==> src/sv/tbmc_pkg.sv <==
// types and constants for the two-button menu controller
// no dependencies; used by the channel interfaces, the top level and the checker
package tbmc_pkg;

  typedef logic [31:0]        stamp_t;
  typedef logic [15:0]        ms16_t;
  typedef logic [15:0]        setpt_t;
  typedef logic signed [6:0]  cal_t;
  typedef logic [1:0]         page_t;
  typedef logic [1:0]         mask_t;
  typedef logic [2:0]         cfg_idx_t;
  typedef logic [15:0]        cfg_data_t;

  // register indexes
  localparam cfg_idx_t REG_PUMP_HOLD   = 3'd0;
  localparam cfg_idx_t REG_PAGE_HOLD   = 3'd1;
  localparam cfg_idx_t REG_DEBOUNCE    = 3'd2;
  localparam cfg_idx_t REG_UP_HOLD     = 3'd3;
  localparam cfg_idx_t REG_INIT_SETPT  = 3'd4;
  localparam cfg_idx_t REG_INIT_CAL    = 3'd5;
  localparam cfg_idx_t REG_INIT_PUMP   = 3'd6;
  localparam cfg_idx_t REG_INIT_SYSTEM = 3'd7;

  // reset values
  localparam ms16_t  PUMP_HOLD_RST = 16'd2000;
  localparam ms16_t  PAGE_HOLD_RST = 16'd300;
  localparam ms16_t  DEBOUNCE_RST  = 16'd50;
  localparam ms16_t  UP_HOLD_RST   = 16'd1000;
  localparam setpt_t SETPT_RST     = 16'd0;
  localparam cal_t   CAL_RST       = 7'sd0;

  // pages
  localparam page_t PAGE_SETPOINT = 2'd0;
  localparam page_t PAGE_MEASURE  = 2'd1;
  localparam page_t PAGE_CAL      = 2'd2;
  localparam page_t PAGE_CALIBRATE = 2'd3;

  // button masks, bit 0 up, bit 1 down
  localparam mask_t MASK_NONE = 2'd0;
  localparam mask_t MASK_UP   = 2'd1;
  localparam mask_t MASK_DOWN = 2'd2;
  localparam mask_t MASK_BOTH = 2'd3;

  // value limits
  localparam setpt_t SET_MAX  = 16'd65000;
  localparam setpt_t SET_STEP = 16'd10;
  localparam cal_t   CAL_MAX  = 7'sd50;
  localparam cal_t   CAL_MIN  = -7'sd50;

endpackage

==> src/sv/tbmc_if.sv <==
// valid/ready channel interfaces: button poll input, menu result output, register writes
// depends on tbmc_pkg
interface tbmc_in_if;
  logic                 valid;
  logic                 ready;
  logic                 up_pressed;
  logic                 down_pressed;
  tbmc_pkg::stamp_t     time_ms;
  logic                 calib_busy;

  modport source (output valid, output up_pressed, output down_pressed,
                  output time_ms, output calib_busy, input ready);
  modport sink   (input valid, input up_pressed, input down_pressed,
                  input time_ms, input calib_busy, output ready);
endinterface

interface tbmc_out_if;
  logic                 valid;
  logic                 ready;
  tbmc_pkg::page_t      page;
  logic                 page_changed;
  logic                 pump_on;
  logic                 system_on;
  tbmc_pkg::setpt_t     setpoint_value;
  tbmc_pkg::cal_t       cal_value;
  logic                 calib_start;

  modport source (output valid, output page, output page_changed, output pump_on,
                  output system_on, output setpoint_value, output cal_value,
                  output calib_start, input ready);
  modport sink   (input valid, input page, input page_changed, input pump_on,
                  input system_on, input setpoint_value, input cal_value,
                  input calib_start, output ready);
endinterface

interface tbmc_cfg_if;
  logic                 valid;
  logic                 ready;
  tbmc_pkg::cfg_idx_t   index;
  tbmc_pkg::cfg_data_t  data;

  modport source (output valid, output index, output data, input ready);
  modport sink   (input valid, input index, input data, output ready);
endinterface

==> src/sv/two_button_menu_controller_unit.sv <==
// two-button menu controller: page, pump, system, setpoint and cal scalar from button polls
// depends on tbmc_pkg and the channel interfaces in tbmc_if.sv
//
// One poll item is taken per clock while the input is not stalled. An accepted item sits in an
// input register, passes through a single pass of compares and 32-bit timestamp subtractions
// that also updates the menu state unless calib_busy is set, and its result is loaded into the
// output register. The state is updated in the same edge that loads the result, so the next item
// sees it at once; the input only stalls when the input register is full and the output register
// is full and not being taken. Register writes are accepted in every cycle and must be made while
// idle. Writing an initial value register also loads it into the live state.
module two_button_menu_controller_unit (
  input  logic         clk,
  input  logic         rst_n,
  tbmc_in_if.sink      in_chan,
  tbmc_out_if.source   out_chan,
  tbmc_cfg_if.sink     cfg_chan
);

  // configuration
  tbmc_pkg::ms16_t  pump_hold_r, page_hold_r, debounce_r, up_hold_r;

  // menu state
  logic             dual_active_r, dual_active_nxt;
  tbmc_pkg::stamp_t dual_start_r, dual_start_nxt;
  logic             latched_r, latched_nxt;
  tbmc_pkg::mask_t  prev_mask_r;
  tbmc_pkg::stamp_t last_db_r, last_db_nxt;
  tbmc_pkg::stamp_t up_start_r, up_start_nxt;
  tbmc_pkg::page_t  page_r, page_nxt;
  tbmc_pkg::setpt_t setpt_r, setpt_nxt;
  tbmc_pkg::cal_t   cal_r, cal_nxt;
  logic             pump_r, pump_nxt;
  logic             system_r, system_nxt;
  logic             changed_nxt, cal_start_nxt;
  tbmc_pkg::mask_t  prev_eff;

  // input register
  logic             s1_valid_r;
  logic             s1_up_r, s1_dn_r, s1_busy_r;
  tbmc_pkg::stamp_t s1_time_r;

  // output register
  logic             out_valid_r;
  tbmc_pkg::page_t  out_page_r;
  logic             out_changed_r, out_pump_r, out_system_r, out_cal_start_r;
  tbmc_pkg::setpt_t out_setpt_r;
  tbmc_pkg::cal_t   out_cal_r;

  logic             out_free, fire, in_take;
  tbmc_pkg::mask_t  mask;
  tbmc_pkg::stamp_t dual_el, held_el, db_el, up_el;

  assign out_free         = !out_valid_r || out_chan.ready;
  assign fire             = s1_valid_r && out_free;
  assign in_chan.ready    = !s1_valid_r || out_free;
  assign in_take          = in_chan.valid && in_chan.ready;
  assign cfg_chan.ready   = 1'b1;

  assign mask    = {s1_dn_r, s1_up_r};
  assign dual_el = dual_active_r ? (s1_time_r - dual_start_r) : '0;
  assign held_el = s1_time_r - dual_start_r;
  assign db_el   = s1_time_r - last_db_r;
  assign up_el   = s1_time_r - up_start_r;

  always_comb begin
    dual_active_nxt = dual_active_r;
    dual_start_nxt  = dual_start_r;
    latched_nxt     = latched_r;
    last_db_nxt     = last_db_r;
    up_start_nxt    = up_start_r;
    page_nxt        = page_r;
    setpt_nxt       = setpt_r;
    cal_nxt         = cal_r;
    pump_nxt        = pump_r;
    system_nxt      = system_r;
    changed_nxt     = 1'b0;
    cal_start_nxt   = 1'b0;
    prev_eff        = prev_mask_r;

    // dual press: hold action or page cycle on release
    if (mask == tbmc_pkg::MASK_BOTH) begin
      if (!dual_active_r) begin
        dual_active_nxt = 1'b1;
        dual_start_nxt  = s1_time_r;
        latched_nxt     = 1'b0;
      end
      if (!latched_nxt && dual_el >= {16'd0, pump_hold_r}) begin
        latched_nxt = 1'b1;
        if (page_r == tbmc_pkg::PAGE_CALIBRATE) begin
          cal_start_nxt   = 1'b1;
          page_nxt        = tbmc_pkg::PAGE_SETPOINT;
          changed_nxt     = 1'b1;
          dual_active_nxt = 1'b0;
          latched_nxt     = 1'b0;
          prev_eff        = tbmc_pkg::MASK_NONE;
        end else begin
          pump_nxt = !pump_r;
        end
      end
    end else if (dual_active_r) begin
      if (!latched_r && held_el >= {16'd0, page_hold_r} && held_el < {16'd0, pump_hold_r}) begin
        page_nxt    = page_r + 2'd1;
        changed_nxt = 1'b1;
      end
      dual_active_nxt = 1'b0;
    end

    // debounced single releases
    if (mask != prev_eff && db_el > {16'd0, debounce_r}) begin
      if (prev_eff == tbmc_pkg::MASK_UP && mask == tbmc_pkg::MASK_NONE) begin
        if (page_nxt == tbmc_pkg::PAGE_SETPOINT &&
            setpt_r <= tbmc_pkg::SET_MAX - tbmc_pkg::SET_STEP)
          setpt_nxt = setpt_r + tbmc_pkg::SET_STEP;
        if (page_nxt == tbmc_pkg::PAGE_CAL && cal_r < tbmc_pkg::CAL_MAX)
          cal_nxt = cal_r + 7'sd1;
      end
      if (prev_eff == tbmc_pkg::MASK_DOWN && mask == tbmc_pkg::MASK_NONE) begin
        if (page_nxt == tbmc_pkg::PAGE_SETPOINT && setpt_r >= tbmc_pkg::SET_STEP)
          setpt_nxt = setpt_r - tbmc_pkg::SET_STEP;
        if (page_nxt == tbmc_pkg::PAGE_CAL && cal_r > tbmc_pkg::CAL_MIN)
          cal_nxt = cal_r - 7'sd1;
      end
      last_db_nxt = s1_time_r;
    end

    // long hold of up alone, zero start means not holding
    if (mask == tbmc_pkg::MASK_UP) begin
      if (up_start_r == '0) begin
        up_start_nxt = s1_time_r;
      end else if (up_el >= {16'd0, up_hold_r}) begin
        system_nxt   = !system_r;
        up_start_nxt = '0;
      end
    end else begin
      up_start_nxt = '0;
    end

    if (s1_busy_r) begin
      dual_active_nxt = dual_active_r;
      dual_start_nxt  = dual_start_r;
      latched_nxt     = latched_r;
      last_db_nxt     = last_db_r;
      up_start_nxt    = up_start_r;
      page_nxt        = page_r;
      setpt_nxt       = setpt_r;
      cal_nxt         = cal_r;
      pump_nxt        = pump_r;
      system_nxt      = system_r;
      changed_nxt     = 1'b0;
      cal_start_nxt   = 1'b0;
    end
  end

  // configuration and state
  always_ff @(posedge clk) begin
    if (!rst_n) begin
      pump_hold_r   <= tbmc_pkg::PUMP_HOLD_RST;
      page_hold_r   <= tbmc_pkg::PAGE_HOLD_RST;
      debounce_r    <= tbmc_pkg::DEBOUNCE_RST;
      up_hold_r     <= tbmc_pkg::UP_HOLD_RST;
      dual_active_r <= 1'b0;
      dual_start_r  <= '0;
      latched_r     <= 1'b0;
      prev_mask_r   <= tbmc_pkg::MASK_NONE;
      last_db_r     <= '0;
      up_start_r    <= '0;
      page_r        <= tbmc_pkg::PAGE_SETPOINT;
      setpt_r       <= tbmc_pkg::SETPT_RST;
      cal_r         <= tbmc_pkg::CAL_RST;
      pump_r        <= 1'b0;
      system_r      <= 1'b0;
    end else if (cfg_chan.valid) begin
      unique case (cfg_chan.index)
        tbmc_pkg::REG_PUMP_HOLD:   pump_hold_r <= cfg_chan.data;
        tbmc_pkg::REG_PAGE_HOLD:   page_hold_r <= cfg_chan.data;
        tbmc_pkg::REG_DEBOUNCE:    debounce_r  <= cfg_chan.data;
        tbmc_pkg::REG_UP_HOLD:     up_hold_r   <= cfg_chan.data;
        tbmc_pkg::REG_INIT_SETPT:  setpt_r     <= cfg_chan.data;
        tbmc_pkg::REG_INIT_CAL:    cal_r       <= tbmc_pkg::cal_t'(cfg_chan.data[6:0]);
        tbmc_pkg::REG_INIT_PUMP:   pump_r      <= cfg_chan.data[0];
        tbmc_pkg::REG_INIT_SYSTEM: system_r    <= cfg_chan.data[0];
        default: ;
      endcase
    end else if (fire && !s1_busy_r) begin
      dual_active_r <= dual_active_nxt;
      dual_start_r  <= dual_start_nxt;
      latched_r     <= latched_nxt;
      prev_mask_r   <= mask;
      last_db_r     <= last_db_nxt;
      up_start_r    <= up_start_nxt;
      page_r        <= page_nxt;
      setpt_r       <= setpt_nxt;
      cal_r         <= cal_nxt;
      pump_r        <= pump_nxt;
      system_r      <= system_nxt;
    end
  end

  // input register
  always_ff @(posedge clk) begin
    if (!rst_n) begin
      s1_valid_r <= 1'b0;
    end else if (in_chan.ready) begin
      s1_valid_r <= in_chan.valid;
    end
  end

  always_ff @(posedge clk) begin
    if (in_take) begin
      s1_up_r   <= in_chan.up_pressed;
      s1_dn_r   <= in_chan.down_pressed;
      s1_time_r <= in_chan.time_ms;
      s1_busy_r <= in_chan.calib_busy;
    end
  end

  // output register
  always_ff @(posedge clk) begin
    if (!rst_n) begin
      out_valid_r <= 1'b0;
    end else if (out_free) begin
      out_valid_r <= s1_valid_r;
    end
  end

  always_ff @(posedge clk) begin
    if (fire) begin
      out_page_r      <= page_nxt;
      out_changed_r   <= changed_nxt;
      out_pump_r      <= pump_nxt;
      out_system_r    <= system_nxt;
      out_setpt_r     <= setpt_nxt;
      out_cal_r       <= cal_nxt;
      out_cal_start_r <= cal_start_nxt;
    end
  end

  assign out_chan.valid          = out_valid_r;
  assign out_chan.page           = out_page_r;
  assign out_chan.page_changed   = out_changed_r;
  assign out_chan.pump_on        = out_pump_r;
  assign out_chan.system_on      = out_system_r;
  assign out_chan.setpoint_value = out_setpt_r;
  assign out_chan.cal_value      = out_cal_r;
  assign out_chan.calib_start    = out_cal_start_r;

endmodule

==> src/flat_wrapper.sv <==
// flat-port wrapper written by rule: the top's interface ports become plain ports
module two_button_menu_controller_unit_flat 
  (clk, rst_n, in_chan_valid, in_chan_up_pressed, in_chan_down_pressed, in_chan_time_ms, in_chan_calib_busy, in_chan_ready, out_chan_valid, out_chan_page, out_chan_page_changed, out_chan_pump_on, out_chan_system_on, out_chan_setpoint_value, out_chan_cal_value, out_chan_calib_start, out_chan_ready, cfg_chan_valid, cfg_chan_index, cfg_chan_data, cfg_chan_ready);
  tbmc_in_if in_chan_i ();
  tbmc_out_if out_chan_i ();
  tbmc_cfg_if cfg_chan_i ();
  input  logic clk;
  input  logic rst_n;
  input wire logic [$bits(in_chan_i.valid)-1:0] in_chan_valid;
  input wire logic [$bits(in_chan_i.up_pressed)-1:0] in_chan_up_pressed;
  input wire logic [$bits(in_chan_i.down_pressed)-1:0] in_chan_down_pressed;
  input wire logic [$bits(in_chan_i.time_ms)-1:0] in_chan_time_ms;
  input wire logic [$bits(in_chan_i.calib_busy)-1:0] in_chan_calib_busy;
  output wire logic [$bits(in_chan_i.ready)-1:0] in_chan_ready;
  output wire logic [$bits(out_chan_i.valid)-1:0] out_chan_valid;
  output wire logic [$bits(out_chan_i.page)-1:0] out_chan_page;
  output wire logic [$bits(out_chan_i.page_changed)-1:0] out_chan_page_changed;
  output wire logic [$bits(out_chan_i.pump_on)-1:0] out_chan_pump_on;
  output wire logic [$bits(out_chan_i.system_on)-1:0] out_chan_system_on;
  output wire logic [$bits(out_chan_i.setpoint_value)-1:0] out_chan_setpoint_value;
  output wire logic [$bits(out_chan_i.cal_value)-1:0] out_chan_cal_value;
  output wire logic [$bits(out_chan_i.calib_start)-1:0] out_chan_calib_start;
  input wire logic [$bits(out_chan_i.ready)-1:0] out_chan_ready;
  input wire logic [$bits(cfg_chan_i.valid)-1:0] cfg_chan_valid;
  input wire logic [$bits(cfg_chan_i.index)-1:0] cfg_chan_index;
  input wire logic [$bits(cfg_chan_i.data)-1:0] cfg_chan_data;
  output wire logic [$bits(cfg_chan_i.ready)-1:0] cfg_chan_ready;
  assign in_chan_i.valid = in_chan_valid;
  assign in_chan_i.up_pressed = in_chan_up_pressed;
  assign in_chan_i.down_pressed = in_chan_down_pressed;
  assign in_chan_i.time_ms = in_chan_time_ms;
  assign in_chan_i.calib_busy = in_chan_calib_busy;
  assign in_chan_ready = in_chan_i.ready;
  assign out_chan_valid = out_chan_i.valid;
  assign out_chan_page = out_chan_i.page;
  assign out_chan_page_changed = out_chan_i.page_changed;
  assign out_chan_pump_on = out_chan_i.pump_on;
  assign out_chan_system_on = out_chan_i.system_on;
  assign out_chan_setpoint_value = out_chan_i.setpoint_value;
  assign out_chan_cal_value = out_chan_i.cal_value;
  assign out_chan_calib_start = out_chan_i.calib_start;
  assign out_chan_i.ready = out_chan_ready;
  assign cfg_chan_i.valid = cfg_chan_valid;
  assign cfg_chan_i.index = cfg_chan_index;
  assign cfg_chan_i.data = cfg_chan_data;
  assign cfg_chan_ready = cfg_chan_i.ready;
  two_button_menu_controller_unit u_core (.clk(clk), .rst_n(rst_n), .in_chan(in_chan_i), .out_chan(out_chan_i), .cfg_chan(cfg_chan_i));
endmodule
==> config.mk <==
export PLATFORM = sky130hd
export DESIGN_NAME = two_button_menu_controller_unit_flat
export DESIGN_NICKNAME = d
export VERILOG_FILES = /design/src/sv/tbmc_pkg.sv /design/src/sv/tbmc_if.sv /design/src/sv/two_button_menu_controller_unit.sv /design/src/flat_wrapper.sv
export SDC_FILE = /design/constraint.sdc
export NUM_CORES = 1
export LEC_CHECK = 0
export BUFFER_PORTS_ARGS = -buffer_cell sky130_fd_sc_hd__buf_2
export CORE_MARGIN = 4
export CORE_UTILIZATION = 45
export DETAILED_ROUTE_END_ITERATION = 12
export SLEW_MARGIN = 40
export SYNTH_ARGS = -nofsm -noshare
export SYNTH_HDL_FRONTEND = slang
export SYNTH_SLANG_ARGS = --single-unit
==> constraint.sdc <==
create_clock -name clk -period 4.8 [get_ports clk]
set_clock_uncertainty 0.1 [all_clocks]
set_input_delay 0.24 -clock clk [delete_from_list [all_inputs] [get_ports clk]]
set_output_delay 0.24 -clock clk [all_outputs]
set_load 0.05 [all_outputs]
# Yosys cells after proc, flatten, opt, wreduce, memory -nomap -nowiden
# Cells that the tools add are included.
# totals
reg_bits	257
out_inout_bits	32
# classes
n_addsub	8
magnitude_cmp	9
n_eq_ne	19
mux	56
n_bitwise	4
reduce_logical	42
# op_table
cell	count
$mux 16	9
$mux 32	4
$ge 32x16->1	3
$sub 32x32->32	3
$mux 7	9
$gt 32x16->1	1
$logic_not 32->1	1
$lt 32x16->1	1
$mux 1	25
$mux 2	9
$reduce_and 2->1	9
$add 16x4->16 const B	1
$ge 16x4->1 const B	1
$le 16x16->1 const B	1
$sub 16x4->16 const B	1
$logic_and 1x1->1	13
$eq 3x3->1 const B	4
$reduce_and 4->1	3
$eq 2x2->1 const B	4
$ne 2x1->1 const B	4
$add 7x2->7 const B	1
$gt 7x7->1 const B	1
$logic_not 1->1	7
$lt 7x7->1 const B	1
other kinds (15)	22

# Depth between registers and ports, before layout
# logic_depth
depth_word	17
mapped_depth	26

# Worst setup path before layout
# No wires, ideal clock.
# synth_path
path_type	reg-to-reg
from	reg u_core.s1_time_r[1]
to	reg u_core.out_setpt_r[2], in the netlist u_core.out_chan.setpoint_value[2] (data pin)
setup_time_ns	0.262
arrival_time_ns	4.703
t_required_ns	4.438
setup_slack_ns	-0.266
stages_incl_launch_ff	23
n_path_buf	1
path_cell_list	edfxtp_1 > inv_1 > fa_1 > nor2b_1 > o2111ai_1 > nand2_1 > a21oi_1 > o21ai_0 > xor2_1 > ha_1 > o21ai_0 > nand2b_1 > a21oi_1 > nor4b_1 > nand2_1 > or4b_2 > nor4_4 > a211o_4 > o211ai_2 > buf_2 > o31ai_1 > o41ai_1 > or2_2
# synth_between
elab_chain_len	15
elab_cells_between_ends	31
# synth_rtl
element	line	text
from (decl)	two_button_menu_controller_unit.sv:40	tbmc_pkg::stamp_t s1_time_r;
from (signal assigned)	two_button_menu_controller_unit.sv:212	s1_time_r <= in_chan.time_ms;
$sub 32x32->32	two_button_menu_controller_unit.sv:60, two_button_menu_controller_unit.sv:61	
$ge 32x16->1	two_button_menu_controller_unit.sv:101	if (!latched_r && held_el >= {16'd0, page_hold_r} && held_el < {16'd0, pump_hold_r}) begin
$logic_and 1x1->1 (2 in a row)	two_button_menu_controller_unit.sv:101	
$mux 2	two_button_menu_controller_unit.sv:101	
$mux 2	two_button_menu_controller_unit.sv:100	end else if (dual_active_r) begin
$mux 2	two_button_menu_controller_unit.sv:81	if (mask == tbmc_pkg::MASK_BOTH) begin
$logic_not 2->1	two_button_menu_controller_unit.sv:111, two_button_menu_controller_unit.sv:118	
$logic_and 1x1->1	two_button_menu_controller_unit.sv:111	if (page_nxt == tbmc_pkg::PAGE_SETPOINT &&
$mux 16	two_button_menu_controller_unit.sv:111	
$mux 16	two_button_menu_controller_unit.sv:110	if (prev_eff == tbmc_pkg::MASK_UP && mask == tbmc_pkg::MASK_NONE) begin
$mux 16	two_button_menu_controller_unit.sv:118	if (page_nxt == tbmc_pkg::PAGE_SETPOINT && setpt_r >= tbmc_pkg::SET_STEP)
$mux 16	two_button_menu_controller_unit.sv:117	if (prev_eff == tbmc_pkg::MASK_DOWN && mask == tbmc_pkg::MASK_NONE) begin
$mux 16 (*)	two_button_menu_controller_unit.sv:109	if (mask != prev_eff && db_el > {16'd0, debounce_r}) begin
$mux 16 (*)	two_button_menu_controller_unit.sv:138	if (s1_busy_r) begin
net u_core.setpt_nxt[2]	two_button_menu_controller_unit.sv:30	tbmc_pkg::setpt_t setpt_r, setpt_nxt;
to (signal assigned)	two_button_menu_controller_unit.sv:232	out_setpt_r <= setpt_nxt;
to (decl)	two_button_menu_controller_unit.sv:46	tbmc_pkg::setpt_t out_setpt_r;
# The timed path passes the listed nets; every way through them passes the cells marked *.
# A chain may end at the register's enable or synchronous reset.

# Final worst setup path
# layout_path
from	reg u_core.s1_time_r[3]
to	reg u_core.out_cal_r[1], in the netlist u_core.out_chan.cal_value[1] (data pin)
# layout_between
elab_chain_len	15
elab_cells_between_ends	31
# layout_rtl
element	line	text
$sub 32x32->32	two_button_menu_controller_unit.sv:60, two_button_menu_controller_unit.sv:61	
$ge 32x16->1	two_button_menu_controller_unit.sv:101	
$logic_and 1x1->1 (2 in a row)	two_button_menu_controller_unit.sv:101	
$mux 2	two_button_menu_controller_unit.sv:101	
$mux 2	two_button_menu_controller_unit.sv:100	
$mux 2	two_button_menu_controller_unit.sv:81	
$eq 2x2->1	two_button_menu_controller_unit.sv:114, two_button_menu_controller_unit.sv:120	
$logic_and 1x1->1	two_button_menu_controller_unit.sv:114	if (page_nxt == tbmc_pkg::PAGE_CAL && cal_r < tbmc_pkg::CAL_MAX)
$mux 7	two_button_menu_controller_unit.sv:114	
$mux 7	two_button_menu_controller_unit.sv:110	
$mux 7	two_button_menu_controller_unit.sv:120	if (page_nxt == tbmc_pkg::PAGE_CAL && cal_r > tbmc_pkg::CAL_MIN)
$mux 7	two_button_menu_controller_unit.sv:117	
$mux 7 (*)	two_button_menu_controller_unit.sv:109	
$mux 7 (*)	two_button_menu_controller_unit.sv:138	
net u_core.cal_nxt[1]	two_button_menu_controller_unit.sv:31	tbmc_pkg::cal_t cal_r, cal_nxt;
to (signal assigned)	two_button_menu_controller_unit.sv:233	out_cal_r <= cal_nxt;
to (decl)	two_button_menu_controller_unit.sv:47	tbmc_pkg::cal_t out_cal_r;
# Marks and branches as above.

==> metrics.md <==
| Metric | Value |
|---|---|
| Largest net degree at the start of global routing | 61 |
| Failing checks | negative setup slack |
| Most frequent cells in the layout | 309 x nand2_1, 307 x buf_4, 210 x inv_1 |
| Max rail drop VDD | 257.7 uV |
| # IOs | 91 |
| Fin. Hold Viols | 0 |
| Htree depth | 1 |
| Ys flop type | dfxtp_1 |
| Core Rows | 73 |
| CTS buffer count | 30 |
| Slew @ Worst Pin | 763.3 ps |
| Final ANT Viol Nets | 0 |
| Period Utilization, post-route | 108.3% |
| Startpoint types | flip-flop |
| Clk sinks | 257 |
| GRT Util Overall | 29.09% |
| ANT cells | 0 |
| Register area share after synthesis | 31.33% |
| Most common cell after layout, fill and taps aside | nand2_1 |
| Root buffer cell | clkbuf_16 |
| Sw Share | 29.60% |
| Int Pwr | 4.425 mW |
| Initial Utilization | 45.95% |
| Net Sw Power | 1.861 mW |
| Fin area | 0.02548 mm2 |
| Total Wirelength | 68.09 mm |
| Overall Power | 6.286 mW |
| Fillers | 3504 |
| EDFF count, synth | 64 |
| Largest cells by area after synthesis | dfxtp_1 21%, ha_1 12%, edfxtp_1 10%, nand2_1 7.1%, a21oi_1 6.1% |
| Sequential Power Share | 37.1% |
| Leading area contributor after synthesis | dfxtp_1 |
| Vias post-DR | 19150 |
| Unique masters post-synth | 110 |
| Syn Nets | 2556 |
| Crit path DAT | 5520 ps |
| CTS clk-pin slew, worst paths | 60 ps |
| Outcome | finished, violations left |
| First-pass GRT wire length | 103.3 mm |
| Yosys reg bits | 257 |
| Clk buf depth | 3 |
| Crit. End Element | flip-flop |
| Logic pwr share | 23.6% |
| Final net count | 3017 |
| Vias in the first global route | 18580 |
| Syn Inst Count | 2313 |
| Routability-driven placement congestion ratio | 0.9466 |
| Grt ovf | 0 |
| Ys async rst share | 0% |
| Die W | 210.6 um |
| Non-Filler Instances | 3323 |
| Relative slew slack | 48.56% |
| Clk_lat worst skew | 580 ps |
| Via-to-Cell Ratio | 5.763 |
| Final Util | 63.40% |
| Final Worst Setup Slack | -396.9 ps |
| Post-route DRC | 0 |
| Initial antenna violation count | 0 |
| Clock share of power | 39.2% |
| Die area | 0.04434 mm2 |
| DR WL/cell | 20.49 um |
| First-iteration detailed-routing DRC count | 1404 |
| Drt pass-1 iters | 7 |
| Placed cell areas | 0.02153 mm2 |
| Final setup vio count | 109 |
| Syn. warnings | 0 |
| Crit Path Class | reg2reg |
| PwrDens | 246.7 mW/mm2 |
| Synth Area per Inst | 7.984 um2 |
| RSZ-0062 raised after global routing | true |
| MaxCap Viol Count | 0 |
| Synth-to-Final Area Change | 37.97% |
| Post-DP HPWL | 49.59 mm |
| Die Ht | 210.6 um |
| Fin crit period | 5197 ps |
| Port bufs | 89 |
| Final slew viol count | 0 |
| Layout cells sized above 1 | 27.48% |
| CP max FO | 6 |
| Fmax | 0.1924 GHz |
| TritonCTS clock tree | done |
| Hold WS | 154.5 ps |
| Cell Area, Synth | 0.01847 mm2 |
| Worst Hold Class | in2reg |
| CP required | 5120 ps |
| Placed insts | 3127 |
| Share of the synthesized area in the top cell type | 20.92% |
| Core Footprint | 0.04019 mm2 |
| Leak Pwr | 10.15 nW |
[cells by family after synthesis]
kind of cell	synth area share, %
buffers and inverters	6.606
flip-flops	31.33
AO/OA/AOI/OAI	24.88
adder cells (fa/ha/maj)	12.59
AND/OR/NAND/NOR	20.50
multiplexers	0.6640
XOR/XNOR	3.415
other	0.02031
[worst max-delay path: stages (launching register included)]
cell       delay [ps]
edfxtp_1          350
buf_4             180
ha_1              320
o21a_1            130
o31a_1            210
o221ai_2          130
a31oi_1           210
nor2_1             90
o31a_1            360
xnor2_2           180
ha_1              330
nand4_1           120
nor2_2            130
o211ai_1          120
a32oi_2           360
nor4_2             90
nand4_1            90
nor4_1             50
nand4_1           160
buf_6             150
o211ai_4          130
buf_4             210
buf_6             120
a2111oi_4         340
a2bb2oi_2         180
a21boi_2          200
[registers in the layout (all words and copies together), names as in the netlist, 2 cells and up]
register,cells
u_core.up_start_r,32
u_core.page_hold_r,16
u_core.cal_r,7
u_core.out_chan.setpoint_value,16
u_core.pump_hold_r,16
u_core.prev_mask_r,2
u_core.last_db_r,32
u_core.up_hold_r,16
u_core.out_chan.cal_value,7
u_core.dual_start_r,32
u_core.setpt_r,16
u_core.s1_time_r,32
u_core.out_chan.page,2
u_core.debounce_r,16
u_core.page_r,2
[what timing repair did]
action / CTS / global route
gates resized for setup: 245 / 91
hold buffers: 54 / 0
setup buffers: 51 / 34
hold endpoints to repair: 105 / 0
pin swaps: 128 / 96
cloned: 10 / 2
endpoints found under the setup margin: 114 / 112
[through the flow]
stage / setup slack (ps) / TNS [ps]
floorplan: -65.53 / -65.53
global placement: -579.4 / -42840
detailed placement: -756.6 / -53540
CTS: -331.6 / -23530
global route: -609.2 / -51490
finish: -396.9 / -26740
[Yosys cell counts, types with 21 or more instances]
| cell | instances |
|---|---|
| nand2_1 | 348 |
| a21oi_1 | 226 |
| inv_1 | 212 |
| dfxtp_1 | 193 |
| ha_1 | 181 |
| nor2_1 | 128 |
| o21ai_0 | 106 |
| clkbuf_1 | 83 |
| edfxtp_1 | 64 |
| nor3_1 | 48 |
| xnor2_1 | 47 |
| nand3_1 | 43 |
| o211ai_1 | 41 |
| nand4_1 | 39 |
| a21o_1 | 35 |
| a22o_1 | 34 |
| nor4_1 | 29 |
| nor2b_1 | 25 |
| xor2_1 | 25 |
| or3_1 | 24 |
| a31oi_1 | 23 |
| o21a_1 | 23 |
| nand2b_1 | 22 |
| and2_1 | 21 |
[layer usage]
layer,global-route usage [%],part of all wire [%]
met5,0,0
met1,36.24,41
met2,51.43,48
met3,2.962,5.4
met4,12.09,5.2
[area by class of cell]
cell class | count | area (um2) | area share (%)
multi-input combinational | 1747 | 12760 | 50.06
sequential | 257 | 5786 | 22.71
timing repair buffer | 525 | 4408 | 17.30
clock buffer | 46 | 933.4 | 3.663
inverter | 213 | 802.0 | 3.148
tap | 525 | 656.9 | 2.578
clock inverter | 10 | 138.9 | 0.5451
[power by group through the flow]
stage | sequential, mW | combinational [mW] | clock [mW]
after global placement | 2.38 | 1.24 | 0
after detailed placement | 2.38 | 1.26 | 0
after global routing | 2.34 | 1.61 | 2.59
after floorplan | 2.40 | 0.716 | 0
after CTS | 2.33 | 1.41 | 2.50
final | 2.33 | 1.49 | 2.47
[path summary, 6_finish.rpt]
| check | startpoint | to | slack [ps] | depth (start not counted) |
|---|---|---|---|---|
| worst max-delay path | u_core.s1_time_r[3]$_DFFE_PP_ | u_core.out_chan.cal_value[1]$_DFFE_PP_ | -400 | 25 |
| worst min-delay path | cfg_chan_index[1] | u_core.system_r$_SDFFE_PN0P_ | 150 | 5 |
| worst max register to register | u_core.s1_time_r[3]$_DFFE_PP_ | u_core.out_chan.cal_value[1]$_DFFE_PP_ | -400 | 25 |
| worst min register to register | u_core.last_db_r[20]$_SDFFE_PN0P_ | u_core.last_db_r[20]$_SDFFE_PN0P_ | 350 | 2 |
No activity file was read; power rests on OpenSTA's default activity.
